**src/rtl/lwhc_ram.sv**
```systemverilog
`timescale 1ns / 1ps

module lwhc_ram #(
  parameter int WIDTH = 64,
  parameter int DEPTH = 64
) (
  input  logic                     clk,
  input  logic                     we,
  input  logic [$clog2(DEPTH)-1:0] waddr,
  input  logic [WIDTH-1:0]         wdata,
  input  logic [$clog2(DEPTH)-1:0] raddr,
  output logic [WIDTH-1:0]         rdata
);

  logic [WIDTH-1:0] mem [DEPTH];

  always_ff @(posedge clk) begin
    if (we) begin
      mem[waddr] <= wdata;
    end
    rdata <= mem[raddr];
  end

endmodule

```
**config.mk**
```make
export PLATFORM = sky130hd
export DESIGN_NAME = lwhc_ram
export DESIGN_NICKNAME = d
export VERILOG_FILES = /design/src/rtl/lwhc_ram.sv
export SDC_FILE = /design/constraint.sdc
export NUM_CORES = 2
export LEC_CHECK = 0
export ABC_AREA = 1
export BUFFER_PORTS_ARGS = -buffer_cell sky130_fd_sc_hd__buf_2
export CAP_MARGIN = 20
export CORE_ASPECT_RATIO = 1.4
export CORE_MARGIN = 2
export CORE_UTILIZATION = 30
export CTS_CLUSTER_SIZE = 16
export DETAILED_ROUTE_END_ITERATION = 8
export PLACE_DENSITY = 0.46
export REMOVE_ABC_BUFFERS = 1
export SLEW_MARGIN = 20
export SYNTH_ARGS = -nofsm -noshare
export SYNTH_HDL_FRONTEND = slang
export SYNTH_SLANG_ARGS = --single-unit
```
**constraint.sdc**
```tcl
create_clock -name clk -period 18.7 [get_ports clk]
set_input_delay 0.935 -clock clk [delete_from_list [all_inputs] [get_ports clk]]
set_output_delay 0.935 -clock clk [all_outputs]
set_load 0.05 [all_outputs]
```
# Word level (Yosys, flattened, before mapping)
# Memories as Yosys holds them, arrays and structs flattened. A register that Yosys moved wholly into a read port is not among the register bits.
# Index checks and enable logic that the tools add are counted.
# totals
wordCells	3
mem_count	1
ramBits	4096
out_inout_bits	64
register_bits	0
# op_classes
n_mux	2
# mem_list
name	depth	width	rd	rd_ports_with_merged_regs	write_ports	line	text
mem	64	64	1	1	1	15	logic [WIDTH-1:0] mem [DEPTH];
# op_table
operator	count
1-bit 2-to-1 mux	2

# Longest topological paths before layout
# logic_depth
depth_word	2
mapped_depth	13
mapped_depth_nobuf	9

# Worst setup path before layout
# Ideal clock, no wire load.
# synth_path
kind	input to register
startpoint	in we
endpoint	mem mem[48][0], enable pin
stages	3
arrival_time_ns	7.571
path_slack_ns	10.483
required_ns	18.054
setup_time_ns	0.646
path_cell_list	clkbuf_1 nand4_1 nor4_1
# synth_via
elab_chain_cells	2
# synth_rtl
element	line	text
start, declared	8	input logic we,
1-bit 2-to-1 mux	18	if (we) begin
1-bit 2-to-1 mux (not written as such)	19	mem[waddr] <= wdata;
end, declared	15	
# Every way passes these cells.

==> flow_summary.json <==
{
  "layout-drive-gt1-share_pct": 7.76,
  "pin_count": 142,
  "ys_seq_elements": 4160,
  "fin_area_um2": 187000,
  "cts-buffers-inserted": 405,
  "pwr-share-clk_pct": 41.8,
  "final_util_pct": 34.0,
  "postPlaceCellArea_um2": 173000,
  "ys_seq_area_share_pct": 75.2,
  "p_switching_w": 0.00457,
  "start_util_pct": 30.1,
  "synthCells": 13405,
  "via_per_inst": 5.09,
  "post-route-min-period_ps": 6230,
  "row_count": 322,
  "dp_hpwl_mm": 273,
  "path_max_fanout": 89,
  "cts_tree": "done",
  "final_common_cell": "nand2_1",
  "tightest_slew_ps": 1190,
  "yosysTopAreaCellShare_pct": 74.4,
  "ant_nets": 0,
  "cts-root-buf": "clkbuf_16",
  "rsz0062_at_grt": "false",
  "grt_usage_pct": 19.9,
  "hold_viol": 0,
  "power.share.combinational_pct": 5.9,
  "critPathRequiredTime_ps": 19600,
  "chipHeight_um": 882,
  "syn2layout_area_growth_pct": 12.9,
  "ys_types": 16,
  "core-area_um2": 549000,
  "max_slew_margin_pct": 20.5,
  "drt_iter0_drc": 10716,
  "vias": 106862,
  "final_nets": 13414,
  "drv_cap": 0,
  "syn_area_um2": 165000,
  "grt_pass1_wl_mm": 799,
  "grt_max_degree": 219,
  "grt.overflow.total": 0,
  "irDropWorstVdd_uv": 79.3,
  "synth_top_cell_by_area": "edfxtp_1",
  "pre_cts_ws_ps": 11580,
  "crit_path_frequent_cell": "buf_4",
  "postCtsSetupBuffers": 0,
  "fmax_mhz": 160,
  "synth_area_leaders": "edfxtp_1 74%, nand3_1 12%, nand2_1 10%",
  "yosysWarnings": 0,
  "crit_chain": "buf_12 -> buf_4 -> buf_4 -> buf_4 -> buf_4 -> buf_4 -> buf_4 -> nand2_1 -> nand3_1 -> nand3_1 -> nand3_1 -> nand3_1 -> nand2_1 -> nand2_1 -> nand2_1",
  "cts_resized": 0,
  "finalSetupViolations": 0,
  "slowest_stage": "buf_4",
  "crit_path_max_incr_delay_ps": 880,
  "slew_violations": 0,
  "gp_congestion": 0.753,
  "grt_antenna_before_repair": 47,
  "swShare_pct": 23.1,
  "clk_path_buf_depth": 4,
  "post_drt_wl_per_cell_um": 27.1,
  "ctsHoldBuffers": 0,
  "leakage_nw": 64.0,
  "worstSetupPathType": "input port to register",
  "clock_latency_ps": 1030,
  "path_clk_slew_ps": 70,
  "power.density_nw_per_um2": 106,
  "syn_avg_cell_area_um2": 12.3,
  "num-fill-cells": 53883,
  "mostFrequentLayoutCells": "4416 x nand2_1, 4096 x edfxtp_1, 3847 x nand3_1, 411 x clkbuf_16, 272 x buf_4",
  "status": "completed",
  "drc": 0,
  "grt_pass1_vias": 102277,
  "routed_wl_mm": 569,
  "die_w_um": 631,
  "finalWorstSetupSlack_ps": 12470,
  "numPortBuffers": 141,
  "p_seq_share_pct": 52.3,
  "cts.htree.levels": 5,
  "min_period_over_period_pct": 33.3,
  "clock_skew_ps": 87.6,
  "worstPathArrival_ps": 7130,
  "clkSinkCount": 4160,
  "detail_route.first_pass.iterations": 6,
  "min_path_type": "input port to register",
  "tns_ps": 0,
  "intPower_w": 0.0152,
  "crit_path_start_kind": "input port",
  "floorplan.die_area_um2": 557000,
  "critPathCaptureType": "register"
}
layer usage:
layer	GRT usage [%]	share of wire (%)	vias up
li1	-	-	47703
met1	26.0	41	55198
met2	34.5	50	3186
met3	2.42	5.7	757
met4	5.84	2.9	18
met5	0	0.020	-
worst paths after layout:
kind,startpoint,endpoint,slack (ps),cells past startpoint
worst min-delay path,wdata[18],mem[2][18],320,1
worst max-delay path,raddr[0],rdata[6],12470,15
worst max register to register,mem[48][49],rdata[49],16950,8
worst min register to register,mem[58][16],rdata[16],780,8
power groups by stage:
stage,clock [W],sequential [W],combinational (W)
after floorplan,0,0.0106,0.000611
after global placement,0,0.0106,0.00118
after detailed placement,0,0.0106,0.00118
after CTS,0.00842,0.0104,0.00119
after global routing,0.00873,0.0104,0.00129
final,0.00826,0.0103,0.00117
Yosys cell counts:
cell type,instances
nand2_1,4416
edfxtp_1,4096
nand3_1,3847
buf_2,501
clkbuf_1,147
buf_4,134
buf_1,72
dfxtp_1,64
nor2_1,56
buf_6,40
nand4_1,9
inv_1,8
nor4_1,8
buf_8,3
inv_2,2
inv_4,2
through the flow:
| step | cells | power [W] | hold WS [ps] |
|---|---|---|---|
| floorplan | 12508 | 0.0112 | 720 |
| global placement | 20210 | 0.0117 | 758 |
| detailed placement | 20214 | 0.0117 | 771 |
| CTS | 20962 | 0.0200 | 401 |
| global route | 20970 | 0.0204 | 301 |
| finish | 20987 | 0.0198 | 321 |
sequential cells by signal, indices dropped and copies added (netlist names):
| name | count |
|---|---|
| mem | 4096 |
| rdata | 64 |
worst max-delay path, delay by kind of cell:
family	cells	cell delay, ps
buf+inv	7	4960
simple gates	8	860
cell families after synthesis:
family	Yosys count	share of synthesized area (%)
buffers and inverters	909	2.95
and+or+nand+nor	8336	21.9
DFF	4160	75.2
layout make-up:
cell class / count / area (µm²) / area share, %
Sequential cell: 4160 / 124000 / 66.6
Multi-Input combinational cell: 8336 / 36600 / 19.6
Tap cell: 7290 / 9120 / 4.89
Clock buffer: 524 / 10900 / 5.86
Clock inverter: 224 / 2140 / 1.15
Inverter: 12 / 105 / 0.0563
Antenna cell: 20 / 50.0 / 0.0268
Timing Repair Buffer: 421 / 3420 / 1.83
(Power assumes the default switching activity.)
