<file path="src/rtl/lwhc_pkg.sv">
`timescale 1ns / 1ps

package lwhc_pkg;

  // Operation codes of the input request
  localparam logic OP_TICK = 1'b0;
  localparam logic OP_LOAD = 1'b1;

  // Configuration register indexes
  localparam int CFG_IW = 3;
  localparam logic [CFG_IW-1:0] REG_LOOKAHEAD  = 3'd0;
  localparam logic [CFG_IW-1:0] REG_HEAD_GAIN  = 3'd1;
  localparam logic [CFG_IW-1:0] REG_P_GAIN     = 3'd2;
  localparam logic [CFG_IW-1:0] REG_D_GAIN     = 3'd3;
  localparam logic [CFG_IW-1:0] REG_TORQUE_LIM = 3'd4;
  localparam logic [CFG_IW-1:0] REG_SW_RADIUS  = 3'd5;
  localparam logic [CFG_IW-1:0] REG_THRUST     = 3'd6;
  localparam logic [CFG_IW-1:0] REG_WP_COUNT   = 3'd7;
  localparam int CFG_DW = 31;

  // CORDIC datapath
  localparam int XW    = 40;
  localparam int ZW    = 21;
  localparam int STEPS = 16;
  localparam int HALF_PI_Q16 = 102944;
  localparam int PI_Q16      = 205887;
  localparam int GAIN_Q16    = 39797;
  localparam int ARC_TAB [STEPS] = '{51472, 30386, 16055, 8150, 4091, 2047, 1024, 512,
                                     256, 128, 64, 32, 16, 8, 4, 2};

  // Angle constants, Q3.12
  localparam int PI_Q12     = 12868;
  localparam int TWO_PI_Q12 = 25736;
  localparam int PHI_LIM    = 2867;

  typedef struct packed {
    logic start;
    logic vectoring;
  } lwhc_cordic_cmd_t;

endpackage

</file>
<file path="src/rtl/lwhc_cordic.sv">
`timescale 1ns / 1ps

module lwhc_cordic
  import lwhc_pkg::*;
(
  input  logic                    clk,
  input  logic                    rst_n,
  input  lwhc_cordic_cmd_t        cmd,
  input  logic signed [XW-1:0]    x_in,
  input  logic signed [XW-1:0]    y_in,
  input  logic signed [ZW-1:0]    z_in,
  output logic                    done,
  output logic signed [XW-1:0]    x_out,
  output logic signed [XW-1:0]    y_out,
  output logic signed [ZW-1:0]    z_out
);

  logic                 busy_r;
  logic                 done_r;
  logic                 vec_r;
  logic                 neg_r;
  logic [3:0]           iter_r;
  logic signed [XW-1:0] x_r, y_r;
  logic signed [ZW-1:0] z_r;

  logic signed [XW-1:0] x0, y0;
  logic signed [ZW-1:0] z0;
  logic                 neg0;
  logic signed [XW-1:0] xs, ys;
  logic signed [ZW-1:0] arc;
  logic                 pos;

  // Pre-rotation into the convergence range
  always_comb begin
    x0   = x_in;
    y0   = y_in;
    z0   = '0;
    neg0 = 1'b0;
    if (cmd.vectoring) begin
      if (x_in < 0) begin
        if (y_in >= 0) begin
          x0 = y_in;
          y0 = -x_in;
          z0 = ZW'(HALF_PI_Q16);
        end else begin
          x0 = -y_in;
          y0 = x_in;
          z0 = -ZW'(HALF_PI_Q16);
        end
      end
    end else begin
      x0 = XW'(GAIN_Q16);
      y0 = '0;
      z0 = z_in;
      if (z_in > ZW'(HALF_PI_Q16)) begin
        z0   = z_in - ZW'(PI_Q16);
        neg0 = 1'b1;
      end else if (z_in < -ZW'(HALF_PI_Q16)) begin
        z0   = z_in + ZW'(PI_Q16);
        neg0 = 1'b1;
      end
    end
  end

  assign xs  = x_r >>> iter_r;
  assign ys  = y_r >>> iter_r;
  assign arc = ZW'(ARC_TAB[iter_r]);
  assign pos = vec_r ? (y_r > 0) : (z_r < 0);

  always_ff @(posedge clk) begin
    if (!rst_n) begin
      busy_r <= 1'b0;
      done_r <= 1'b0;
      iter_r <= '0;
    end else begin
      done_r <= 1'b0;
      if (cmd.start) begin
        busy_r <= 1'b1;
        iter_r <= '0;
        vec_r  <= cmd.vectoring;
        neg_r  <= neg0;
        x_r    <= x0;
        y_r    <= y0;
        z_r    <= z0;
      end else if (busy_r) begin
        if (pos) begin
          x_r <= x_r + ys;
          y_r <= y_r - xs;
          z_r <= z_r + arc;
        end else begin
          x_r <= x_r - ys;
          y_r <= y_r + xs;
          z_r <= z_r - arc;
        end
        iter_r <= iter_r + 4'd1;
        if (iter_r == 4'(STEPS - 1)) begin
          busy_r <= 1'b0;
          done_r <= 1'b1;
        end
      end
    end
  end

  assign done  = done_r;
  assign x_out = neg_r ? -x_r : x_r;
  assign y_out = neg_r ? -y_r : y_r;
  assign z_out = z_r;

endmodule
</file>
<file path="config.mk">
export PLATFORM = sky130hd
export DESIGN_NAME = lwhc_cordic
export DESIGN_NICKNAME = d
export VERILOG_FILES = /design/src/rtl/lwhc_pkg.sv /design/src/rtl/lwhc_cordic.sv
export SDC_FILE = /design/constraint.sdc
export NUM_CORES = 1
export LEC_CHECK = 0
export ABC_AREA = 1
export BUFFER_PORTS_ARGS = -buffer_cell sky130_fd_sc_hd__buf_2
export CORE_ASPECT_RATIO = 1.4
export CORE_MARGIN = 10
export CORE_UTILIZATION = 40
export DETAILED_ROUTE_END_ITERATION = 10
export SLEW_MARGIN = 20
export SYNTH_ARGS = -nofsm -noshare
export SYNTH_HDL_FRONTEND = slang
export SYNTH_SLANG_ARGS = --single-unit
</file>
<file path="constraint.sdc">
create_clock -name clk -period 8.25 [get_ports clk]
set_clock_uncertainty 0.2 [all_clocks]
set_input_delay 0.825 -clock clk [delete_from_list [all_inputs] [get_ports clk]]
set_output_delay 0.825 -clock clk [all_outputs]
set_load 0.02 [all_outputs]
</file>
Yosys cells after proc, flatten, opt, wreduce, memory -nomap -nowiden
Memories as Yosys holds them, arrays and structs flattened. Cells that the tools add are included.

Latch bits: 0. Flip-flop bits (word level): 109. Bits of input ports: 105. RAM bits: 0. ROM bits: 512. Memories: 1.

Reduce and logical (&&, ||, !) cells: 5. Multiply operators: 0. Bitwise gates (word level): 3. Equality and inequality tests: 1. Magnitude comparators: 7. $add $sub $neg: 13. Shift-type cells: 2. Divide/modulo/power cells: 0. Muxes and demuxes: 31.

Memories: (no name shown) (words 16, width 32, read ports 1, clocked after Yosys merged registers in 0, wr ports 0, line lwhc_cordic.sv:67) `assign arc = ZW'(ARC_TAB[iter_r]);`.

Operators by type and width (count): $mux 40 (14); $mux 21 (10); $neg 40->40 (4); $add 40x40->40 (2); $sshr 40x4->40 (2); $sub 40x40->40 (2); $ge 40x1->1 const B (1); $gt 40x1->1 const B (1); $lt 40x1->1 const B (1); $add 21x19->21 const B (1); $add 21x21->21 (1); $gt 21x18->1 const B (1); $lt 21x1->1 const B (1); $lt 21x18->1 const B (1); $sub 21x19->21 const B (1); $sub 21x21->21 (1); $mux 1 (7); $ge 5x5->1 const B (1); $not 4->5 (1); $add 4x1->4 const B (1); $eq 4x4->1 const B (1); $reduce_and 2->1 (2); $reduce_or 3->1 (1); $not 1->1 (2); other kinds (2) (2).

Depth between registers and ports, before layout
Depth after elaboration: 8. Gate-level depth with buffers: 36.

Worst setup path before layout
OpenSTA, ideal clock, no wires.

Path type: input -> register. Start point: input cmd[1] (netlist name). End point: register x_r[0], enable pin. Arrival: 3609 ps. Buffers on the path: 2. Required time: 7587 ps. Setup slack: 3978 ps. Stages on the path: 4. Cells stage by stage: clkbuf_1 > clkbuf_1 > nand2_1 > nand2_1.

Longest elaborated chain between the ends: 2.

RTL lines: start, declared (line lwhc_cordic.sv:8) `input lwhc_cordic_cmd_t cmd,`; $reduce_bool 2->1 (no line); $reduce_and 2->1 (no line); end signal, assigned (line lwhc_cordic.sv:87) `x_r <= x_r + ys;`; end signal, assigned (line lwhc_cordic.sv:91) `x_r <= x_r - ys;`; end, declared (line lwhc_cordic.sv:23) `logic signed [XW-1:0] x_r, y_r;`.

No other way between the ends. A chain may end at the register's enable or synchronous reset.

Worst setup path in the final report
Start point: register iter_r[0]. End point: register x_r[11], data pin.

Longest elaborated chain between the ends: 5. Elaborated cells between the ends (all ways): 6. Classes of those cells: add/sub (2); shift (1); mux (3).

RTL lines: start, declared (line lwhc_cordic.sv:22) `logic [3:0] iter_r;`; start signal, assigned (line lwhc_cordic.sv:95) `iter_r <= iter_r + 4'd1;`; $sshr 40x4->40 (*) (line lwhc_cordic.sv:66) `assign ys = y_r >>> iter_r;`; $sub 40x40->40 or $add 40x40->40 (tied branches) (line lwhc_cordic.sv:91, lwhc_cordic.sv:87); $mux 40 (*) (line lwhc_cordic.sv:86) `if (pos) begin`; $mux 40 (*) (line lwhc_cordic.sv:85) `end else if (busy_r) begin`; $mux 40 (*) (line lwhc_cordic.sv:77) `if (cmd.start) begin`.

Every way passes the cells marked *; elsewhere a longest branch is shown, timed or not. The select of a mux whose other input is x is not followed.

==> flow_summary.toml <==
[global_route]
grt-ovfl-total = 0
first_global_vias = 27754
grt_pass1_wl_um = 170000
grtUsageTotal = 0.327
antenna_found_initial = 2
grt_max_degree = 85

[clocking]
cts_sinks = 109
clk_path_buf_depth = 2
clk_latency_ns = 0.43
path_clk_slew_ns = 0.08
cts-root-buf = "clkbuf_16"
cts_hold_buffers = 0
cts_max_level = 3
cts_tree = "built"
cts-resized-gates = 0
numCtsBuffers = 9
post_cts_buffers = 0

[outcome]
outcome = "finished clean"

[worst_setup_path]
critPathArrivalTime_ns = 6.48
ff2ff_path_depth = 21
cp-start-kind = "flop"
crit-reg2reg-launch = "iter_r[0]"
cp_max_fo = 81
required_ns = 8.22
end_kind = "flop"
critPathKind = "reg -> reg"
worstReg2RegEnd = "x_r[11]"
r2r_slack_ns = 1.74

[power_and_ir_drop]
irDropWorstVdd_uv = 163
p_leak_uw = 0.0119
power_per_cell_area_nw_per_um2 = 364

[worst_hold_path]
hp-class = "reg -> reg"
holdPathEnd = "iter_r[0]"
min_from = "busy_r"
holdPathStages = 2

[floorplanning]
num_io_pins = 207
core_sq_um = 57600
die_width_um = 224
initial_core_util = 0.405
std_cell_rows = 104
fp.dieH_um = 306
die-area_sq_um = 68600

[drt]
ant_nets = 0
drt_iter0_drc = 2460
drcViolationCount = 0
via_count = 28503
wirelength_um = 116000
vias_per_cell = 5.78
drt_pass1_iterations = 6
routedWlPerCell_um = 23.5

[yosys]
yosys_most_used_dff = "edfxtp_1"
async_flop_share = 0
syn_inst = 4087
yosysUniqueCellTypes = 64
synth_edf_count = 103
ys_warn_count = 0
seq_area_frac_synth = 0.138
synth_area_sq_um = 23400
synth_nets = 4316
postSynthAreaPerCell_sq_um = 5.71
synth-seq-cells = 109

[timing]
period_minus_slack_ns = 6.51
post-route-period-util = 0.789
tns_ns = 0
relSlewSlack = 0.195
fmax_ghz = 0.154
holdWs_ns = 0.387
rsz0062_at_grt = "no"
finalHoldViolCount = 0
slew_violations = 0
setup_violations = 0
tightest_slew_ns = 1.20

[place]
place_congestion = 1.04
io_buffers = 206
hpwl_um = 94900

[cells_and_area]
area.sequential_sq_um = 3220
final_common_cell = "nand2_1"
layout.core_utilization = 0.436
area.growth.synth_to_final_pct = 7.65
final_cell_mix = "nand2_1 (1051), nand3_1 (486), inv_1 (460), nor2_1 (452), o21ai_0 (263)"
final_nets = 4413
multiInputGateArea_sq_um = 17600
n_fill_cell = 6527
layout-drive-gt1-share = 0.0995

[flow_run]
cap_violations = 0
kinds of logic after synthesis:
kind of cell             after synthesis  synth area share
AND/OR/NAND/NOR                     2271             0.424
AO/OA/AOI/OAI                        735             0.182
buffers and inverters                633             0.108
XOR/XNOR                             214            0.0803
adder cells (fa/ha/maj)              124            0.0674
flip-flops                           109             0.138
multiplexers                           1          0.000429
where the power goes:
group	leakage (uW)	total [uW]	internal (uW)	switching, uW
Clock	0.000138	502	237	265
Combinational	0.0108	7240	2290	4940
Sequential	0.00106	1410	905	507
worst max-delay path: stages (launching register included):
cell	delay, ns
dfxtp_2	0.49
buf_4	0.75
o21ai_0	0.36
nand2_1	0.12
nand3_1	0.11
o21ai_2	0.23
ha_1	0.37
inv_1	0.10
nor2_1	0.39
nor2_1	0.12
xor2_1	0.28
inv_1	0.10
ha_1	0.33
inv_1	0.08
o21ai_0	0.36
a21oi_1	0.13
o21ai_0	0.75
a21oi_1	0.26
o21ai_0	0.29
xor2_1	0.12
a21boi_0	0.23
inv_1	0.06
metrics by stage:
| step | instance area [sq um] | std cells | setup WS [ns] | total power [uW] |
|---|---|---|---|---|
| 2_1_floorplan | 23400 | 4087 | 3.98 | 6060 |
| 3_3_place_gp | 24800 | 4915 | 1.79 | 8530 |
| 3_5_place_dp | 24800 | 4915 | 1.88 | 8470 |
| 4_1_cts | 25100 | 4931 | 1.87 | 9000 |
| 5_1_grt | 25100 | 4933 | 1.30 | 9860 |
| 6_report | 25100 | 4933 | 1.74 | 9150 |
routing by layer:
layer  vias up  track usage  part of all wire
li1      13805            -                 -
met1     13152        0.346              0.36
met2      1223        0.566              0.48
met3       323       0.0435             0.059
met4         0        0.285             0.097
met5         -            0                 0
worst max-delay path by stage:
stage / to / startpoint / slack, ns
2_1_floorplan: x_r[0] / cmd[1] / 3.98
3_3_place_gp: x_r[11] / iter_r[1] / 1.79
3_5_place_dp: x_r[36] / y_r[32] / 1.88
4_1_cts: x_r[36] / y_r[32] / 1.87
5_1_grt: x_r[11] / iter_r[0] / 1.30
6_report: x_r[11] / iter_r[0] / 1.74
synthesized netlist by cell type (5+ instances only):
cell type	count	area, sq um
a21boi_0	8	60.1
a21o_1	14	105
a21oi_1	247	1240
a221oi_1	5	43.8
a31oi_1	32	200
a32o_1	7	70.1
buf_1	22	82.6
buf_2	45	225
buf_4	9	67.6
buf_6	7	78.8
clkbuf_1	65	244
dfxtp_1	6	120
edfxtp_1	103	3090
ha_1	121	1510
inv_1	461	1730
inv_2	20	75.1
nand2_1	1052	3950
nand2_2	25	156
nand2_4	5	56.3
nand3_1	486	2430
nand3_2	12	120
nand3b_1	7	52.6
nand4_1	47	294
nor2_1	452	1700
nor2_2	18	113
nor2_4	8	90.1
nor3_1	80	400
nor3_2	5	50.1
nor4_1	23	144
o2111ai_1	6	52.6
o211ai_1	42	315
o21a_1	13	97.6
o21ai_0	263	1320
o21ai_1	22	110
o21ai_2	14	123
o21bai_1	12	90.1
o221ai_1	15	131
o22ai_1	8	50.1
o31ai_1	10	75.1
or2_2	42	263
xnor2_1	68	596
xor2_1	146	1280
sequential cells by signal, summed over array words and instances (netlist names):
| signal | cells |
|---|---|
| x_r | 40 |
| y_r | 40 |
| z_out | 21 |
| iter_r | 4 |
| busy_r | 1 |
| done | 1 |
| neg_r | 1 |
| vec_r | 1 |
final cells by class:
type / instances / area share
multi-input combinational: 3345 / 0.701
clock inverter: 7 / 0.00299
inverter: 484 / 0.0724
sequential: 109 / 0.128
clock buffer: 9 / 0.00896
antenna: 2 / 0.000199
timing repair buffer: 235 / 0.0498
tap: 742 / 0.0369
No activity file was read; power rests on OpenSTA's default activity.
